==> src/design/dpt_pkg.sv <==
// Package for the primality tester: widths, base table and state codes.
`default_nettype none
package dpt_pkg;
   localparam int ValueWidth = 63;
   localparam int BaseCount  = 12;
   localparam int BaseIdxW   = 4;
   localparam int BitIdxW    = 6;
   localparam logic [ValueWidth-1:0] SmallLimit = ValueWidth'(40);

   typedef logic [ValueWidth-1:0] value_type;

   typedef enum logic [3:0] {
      ST_IDLE,
      ST_SMALL,
      ST_SETUP,
      ST_BASE_INIT,
      ST_EXP_BIT,
      ST_EXP_SQWAIT,
      ST_EXP_MULWAIT,
      ST_EXP_CHECK,
      ST_SQ_WAIT,
      ST_NEXT_BASE,
      ST_DONE
   } state_type;

   // Command to the shared modular multiplier.
   typedef struct packed {
      logic      go;
      value_type x;
      value_type y;
   } mul_cmd_type;

   function automatic value_type base_value(input logic [BaseIdxW-1:0] idx);
      value_type v;
      case (idx)
         4'd0:    v = ValueWidth'(2);
         4'd1:    v = ValueWidth'(3);
         4'd2:    v = ValueWidth'(5);
         4'd3:    v = ValueWidth'(7);
         4'd4:    v = ValueWidth'(11);
         4'd5:    v = ValueWidth'(13);
         4'd6:    v = ValueWidth'(17);
         4'd7:    v = ValueWidth'(19);
         4'd8:    v = ValueWidth'(23);
         4'd9:    v = ValueWidth'(29);
         4'd10:   v = ValueWidth'(31);
         4'd11:   v = ValueWidth'(37);
         default: v = ValueWidth'(2);
      endcase
      return v;
   endfunction
endpackage
`default_nettype wire

==> src/design/dpt_mulmod.sv <==
// Bit-serial modular multiplier: one double-and-add step per cycle.
`default_nettype none
module dpt_mulmod
   import dpt_pkg::*;
(
   input  wire logic        clock,
   input  wire logic        reset,
   input  wire mul_cmd_type cmd,
   input  wire value_type   modulus,
   output logic             done,
   output value_type        product
);
   logic              busy_ff, busy_in;
   logic [BitIdxW-1:0] bit_ff, bit_in;
   value_type         acc_ff, acc_in, x_ff, x_in, y_ff, y_in;
   logic              done_ff, done_in;
   logic [ValueWidth:0] dbl, dbl_r, sum;
   value_type           dbl_v;

   // One step: acc = 2*acc mod m, then add x mod m when the y bit is set.
   always_comb begin
      dbl   = {acc_ff, 1'b0};
      dbl_r = (dbl >= {1'b0, modulus}) ? dbl - {1'b0, modulus} : dbl;
      dbl_v = dbl_r[ValueWidth-1:0];
      sum   = {1'b0, dbl_v} + {1'b0, x_ff};
      if (sum >= {1'b0, modulus}) sum = sum - {1'b0, modulus};
      busy_in = busy_ff;
      bit_in  = bit_ff;
      acc_in  = acc_ff;
      x_in    = x_ff;
      y_in    = y_ff;
      done_in = 1'b0;
      if (cmd.go) begin
         busy_in = 1'b1;
         bit_in  = BitIdxW'(ValueWidth - 1);
         acc_in  = '0;
         x_in    = cmd.x;
         y_in    = cmd.y;
      end else if (busy_ff) begin
         acc_in = y_ff[bit_ff] ? sum[ValueWidth-1:0] : dbl_v;
         if (bit_ff == '0) begin
            busy_in = 1'b0;
            done_in = 1'b1;
         end else begin
            bit_in = bit_ff - 1'b1;
         end
      end
   end

   always_ff @(posedge clock) begin
      if (reset) begin
         busy_ff <= 1'b0;
         done_ff <= 1'b0;
      end else begin
         busy_ff <= busy_in;
         done_ff <= done_in;
      end
      bit_ff <= bit_in;
      acc_ff <= acc_in;
      x_ff   <= x_in;
      y_ff   <= y_in;
   end

   assign done    = done_ff;
   assign product = acc_ff;
endmodule
`default_nettype wire

==> config.mk <==
export PLATFORM = sky130hd
export DESIGN_NAME = dpt_mulmod
export DESIGN_NICKNAME = d
export VERILOG_FILES = /design/src/design/dpt_pkg.sv /design/src/design/dpt_mulmod.sv
export SDC_FILE = /design/constraint.sdc
export NUM_CORES = 1
export LEC_CHECK = 0
export ABC_AREA = 1
export BUFFER_PORTS_ARGS = -buffer_cell sky130_fd_sc_hd__buf_4
export CORE_UTILIZATION = 30
export CTS_BUF_LIST = sky130_fd_sc_hd__clkbuf_8
export CTS_CLUSTER_SIZE = 8
export DETAILED_ROUTE_END_ITERATION = 10
export HOLD_SLACK_MARGIN = 0.03
export PLACE_DENSITY = 0.57
export SETUP_SLACK_MARGIN = 0.4
export SYNTH_ARGS = -nofsm -noshare
export SYNTH_HDL_FRONTEND = slang
export SYNTH_SLANG_ARGS = --single-unit
==> constraint.sdc <==
create_clock -name clock -period 18.3 [get_ports clock]
set_clock_uncertainty 0.2 [all_clocks]
set_input_delay 4.575 -clock clock [delete_from_list [all_inputs] [get_ports clock]]
set_output_delay 4.575 -clock clock [all_outputs]
set_load 0.02 [all_outputs]
# Word level (Yosys, flattened, before mapping)
# Index checks and enable logic that the tools add are counted.
# word_totals
reg_bits	197
input_bits	192
word_cells	27
# classes
addsub	4
n_lt_le_gt_ge	3
n_mux	9
bitwise	2
n_reduce_logical	3
# ops
cell	count
$mux W63	3
$ge A64 B63 Y1	2
$sub A63 B63 Y63	2
$add A63 B63 Y64	1
$lt A6 B7 Y1 const B	1
$bmux W1 S6	1
$logic_not A6 Y1	1
$sub A6 B1 Y6 const B	1
$mux W1	5
$reduce_or A3 Y1	1
$not A1 Y1	2
$reduce_and A2 Y1	1

# Longest topological paths before layout
# depth
word_depth	6
ltp_mapped	53
mapped_depth_nobuf	49

# Worst setup path after synthesis
# Ideal clock, no wire load.
# synth_path
path_kind	input -> register
startpoint	input port modulus[2]
endpoint	register acc_ff[22], in the netlist product[22]
setup_time_ps	119
t_arrival_ps	9901
setup_slack_ps	8080
stages	46
cell_sequence	inv_1 -> ha_1 -> nand2_1 -> nand2_1 -> o21ai_1 -> o21ai_2 -> nand2_1 -> nand3_1 -> nand2_1 -> nand2_1 -> nand2_1 -> nand3_2 -> buf_4 -> buf_4 -> nand2_1 -> inv_1 -> ha_1 -> inv_1 -> [10 not listed] -> xor2_1 -> inv_1 -> ha_1 -> nand4_1 -> inv_1 -> a21oi_1 -> nand2_1 -> nand2_1 -> nand4_1 -> nand2_1 -> nand2_1 -> nand2_2 -> nand2_4 -> buf_12 -> buf_6 -> or2_1 -> nand3_1 -> a21oi_1
# synth_via
elab_chain_len	6
# synth_rtl
element	line_no	source
start, declared	dpt_mulmod.sv:9	input wire value_type modulus,
$sub A63 B63 Y63 or $ge A64 B63 Y1 (tied branches)	dpt_mulmod.sv:23	dbl_r = (dbl >= {1'b0, modulus}) ? dbl - {1'b0, modulus} : dbl;
$mux W63	dpt_mulmod.sv:23	
$add A63 B63 Y64	dpt_mulmod.sv:25	sum = {1'b0, dbl_v} + {1'b0, x_ff};
$sub A63 B63 Y63 or $ge A64 B63 Y1 (tied branches)	dpt_mulmod.sv:26	if (sum >= {1'b0, modulus}) sum = sum - {1'b0, modulus};
$mux W63	dpt_mulmod.sv:26	
$mux W63 (*)	dpt_mulmod.sv:40	acc_in = y_ff[bit_ff] ? sum[ValueWidth-1:0] : dbl_v;
end signal, assigned	dpt_mulmod.sv:59	acc_ff <= acc_in;
end, declared	dpt_mulmod.sv:15	value_type acc_ff, acc_in, x_ff, x_in, y_ff, y_in;
# Every way passes the cells marked *; elsewhere a longest branch is shown, timed or not.
# A chain may end at the register's enable or synchronous reset.

# Worst setup path in the final report
# layout_path
startpoint	input port modulus[15]
endpoint	register acc_ff[3], in the netlist product[3]
# layout_via
elab_chain_len	6
# layout_rtl
element	line_no
$ge A64 B63 Y1 or $sub A63 B63 Y63 (tied branches)	dpt_mulmod.sv:23
$mux W63	dpt_mulmod.sv:23
$add A63 B63 Y64	dpt_mulmod.sv:25
$sub A63 B63 Y63 or $ge A64 B63 Y1 (tied branches)	dpt_mulmod.sv:26
$mux W63	dpt_mulmod.sv:26
$mux W63 (*)	dpt_mulmod.sv:40
# Marked as above.

==> key figures <==
Run status
  • Status: complete, no violations

Setup path
  • Worst Path Max Fanout: 73
  • Setup CP Type: input port to flop
  • Critical path's slowest cell: buf_4
  • Crit. path cell count: 41
  • R2R depth: 39
  • Worst setup EP type: flop
  • CP Launch Type: input port
  • Reg-to-Reg Start: product[14]
  • Slowest stage delay, CP: 720 ps
  • CP Buf/Inv Count: 7
  • Critical path arrival: 14040 ps
  • Worst path most repeated cell: nand2_1
  • Worst setup path start: modulus[15]
  • Largest delay share family, worst path: simple AND/OR/NAND/NOR gates
  • Worst Path Required: 18650 ps

GRT
  • GR Util met3: 5.74%
  • Vias in the first global route: 25900
  • Gr ovfl total: 0
  • Initial antenna violation count: 3
  • Busiest grt layer: met2
  • Total GRT Usage: 28.4%
  • Grt met2 use: 44.2%
  • Global-route wire length before repair: 168000 um
  • Met1 Usage GRT: 37.8%
  • Largest net degree at the start of global routing: 78

Min path
  • Min-delay src: bit_ff[4]
  • Worst Hold Path Cells: 1
  • Min-delay worst type: flop to flop

Synthesis
  • Top FF cell, synth: edfxtp_1
  • Synth cell types: 55
  • YS warnings: 0
  • Synth Area in Compound Gates: 18.5%
  • Mapped Cells: 3932
  • Synth Register Bits: 197
  • Mean post-synth cell area: 6.09 um^2
  • Adder-cell share of the synthesized area: 10.2%
  • Largest family of logic cells by synthesized area: simple AND/OR/NAND/NOR gates
  • Asr flop ratio synth: 0%
  • Share of the yosys chip area belonging to registers: 21.7%
  • Post-Syn Nets: 4318
  • Post-synthesis mux area share: 0%
  • Number of synthesized flops with an enable pin: 126
  • Synth Area in Simple Gates: 33.9%
  • Post-Syn Area: 24000 um^2
  • Post-synthesis xor/xnor area fraction: 4.06%

Routing
  • DRC viols: 0
  • DR vias/cell: 5.20
  • First DRT Iteration DRCs: 2525
  • Pre-Repair DR Iteration Count: 8
  • Vias: 27100
  • Post-DR wirelength/cell: 22.5 um
  • ANT nets after route: 0
  • Routed wire length: 117000 um

Job
  • Max-cap check violation count: 0

Final layout
  • P&R area growth vs syn: 13.9%
  • Final net count: 4531
  • Layout Cells excl Fill: 5210
  • Fraction of layout cells with a size suffix above 1: 9.24%

CTS
  • # Post-CTS Setup Buffers: 0
  • CTS Buf Count: 17
  • Worst-Skew Late Latency: 620 ps
  • CTS root buf: clkbuf_8
  • Maximum root-to-sink buffer count: 2
  • Worst-path clk slew: 140 ps
  • H-tree Lvls: 4
  • Hold buffers post-CTS: 0
  • CTS sink cnt: 197
  • Post-cts sizing count: 0
  • CTS tree: done

Timing
  • Max Slew Vio Count: 0
  • Final Hold Fails: 0
  • Slew @ Worst Pin: 1190 ps
  • Slew margin rel.: 20.7%
  • Fmax: 0.0731 GHz
  • PnR worst setup slack: 4620 ps
  • Finish-stage setup viols: 0
  • Setup TNS: 0 ps
  • RSZ-0062 raised after global routing: no
  • Minimum clock period: 13680 ps
  • Final period utilization: 74.8%

Die
  • Die height: 285 um
  • Chip Width: 285 um
  • CORE AREA: 79000 um^2
  • Starting density of the core: 30.3%
  • Row Count: 103
  • Die ar.: 81000 um^2
  • I/O Pins: 256

Power
  • VDD IR-drop max: 79.7 uV
  • P_leak: 13.2 nW
  • PwrDens: 183 nW/um^2
  • Pwr Total: 4.99 mW

Placed design
  • Final Wtd Congestion: 1.03
  • Hpwl dp: 101000 um
  • Port-buffer cells: 255
  • DP Worst Slack: 4460 ps
  • Placed Cells: 5176
## worst paths after layout
path / end / slack, ps
worst max-delay path: product[3] / 4620
worst min-delay path: bit_ff[4] / 370
worst max register to register: product[3] / 8320
worst min register to register: bit_ff[4] / 370
## registers in the layout (all words and copies together) (netlist names)
signal,flops
product,63
x_ff,63
y_ff,63
bit_ff,6
busy_ff,1
done,1
## cells in the final DEF, fill, tap and decap left out, drive strengths merged, types with 2 or more instances in the layout
master | Yosys | final
xnor2 | 38 | 38
clkinv | 2 | 7
nand2 | 1051 | 1051
or2 | 26 | 26
fa | 3 | 3
o31ai | 4 | 4
nand3b | 28 | 28
edfxtp | 126 | 126
nor4 | 12 | 12
nand4 | 32 | 32
and3 | 3 | 3
a21oi | 366 | 366
nand3 | 259 | 259
clkbuf | 23 | 17
inv | 628 | 637
o211ai | 20 | 20
buf | 47 | 264
o21bai | 49 | 49
a22oi | 2 | 2
a21o | 24 | 24
nor2 | 470 | 470
o21ai | 257 | 257
a31oi | 18 | 18
o2111ai | 2 | 2
o21a | 24 | 24
ha | 191 | 191
diode | 0 | 2
dfxtp | 71 | 71
a21boi | 11 | 11
o311ai | 2 | 2
a32o | 5 | 5
and2 | 18 | 18
nor3 | 43 | 43
xor2 | 73 | 73
## logic make-up after synthesis
family          count (synthesis)
simple gates                 1943
flops                         197
xor+xnor                      111
buf+inv                       700
fa+ha+maj                     194
compound gates                787
## synthesized netlist by cell type (all sizes together), types with 2 or more instances
master	count	area, um^2
nand2	1051	3990
inv	628	2360
nor2	470	1800
a21oi	366	1920
nand3	259	1310
o21ai	257	1290
ha	191	2390
edfxtp	126	3780
xor2	73	639
dfxtp	71	1420
o21bai	49	368
buf	47	324
nor3	43	230
xnor2	38	333
nand4	32	200
nand3b	28	210
or2	26	163
a21o	24	180
o21a	24	180
clkbuf	23	87.6
o211ai	20	150
a31oi	18	113
and2	18	113
nor4	12	75.1
a21boi	11	82.6
a32o	5	50.1
o31ai	4	30.0
and3	3	18.8
fa	3	60.1
a22oi	2	15.0
clkinv	2	7.51
o2111ai	2	17.5
o311ai	2	17.5
## cell type report
cell class	instances	area (um^2)
flip-flops and latches	197	5210
clock buffers	17	234
inverters	630	2370
well taps	1050	1310
fillers	9005	51700
multi-input cells	3035	16000
repair buffers	264	1990
diodes	2	5.00
clock inverters	15	193
## power breakdown
| group | leakage, nW | switching (mW) | total, mW | internal (mW) |
|---|---|---|---|---|
| Clock | 0.209 | 0.217 | 0.325 | 0.108 |
| Combinational | 11.2 | 2.90 | 4.08 | 1.18 |
| Sequential | 1.82 | 0.0651 | 0.588 | 0.523 |
| Total | 13.2 | 3.18 | 4.99 | 1.81 |
## through the flow
step / instance area (um^2) / hold slack [ps] / utilization, %
floorplan: 24000 / 279 / -
global placement: 26900 / 334 / 34.0
detailed placement: 26900 / 341 / 34.0
CTS: 27300 / 367 / 34.6
global route: 27300 / 404 / 34.6
finish: 27300 / 367 / 34.6
## metal layers
layer	vias up	wire length (um)
li1	13300	-
met1	12600	52100
met2	1059	51200
met3	178	9080
met4	2	4970
met5	-	13
(Power assumes the default switching activity.)
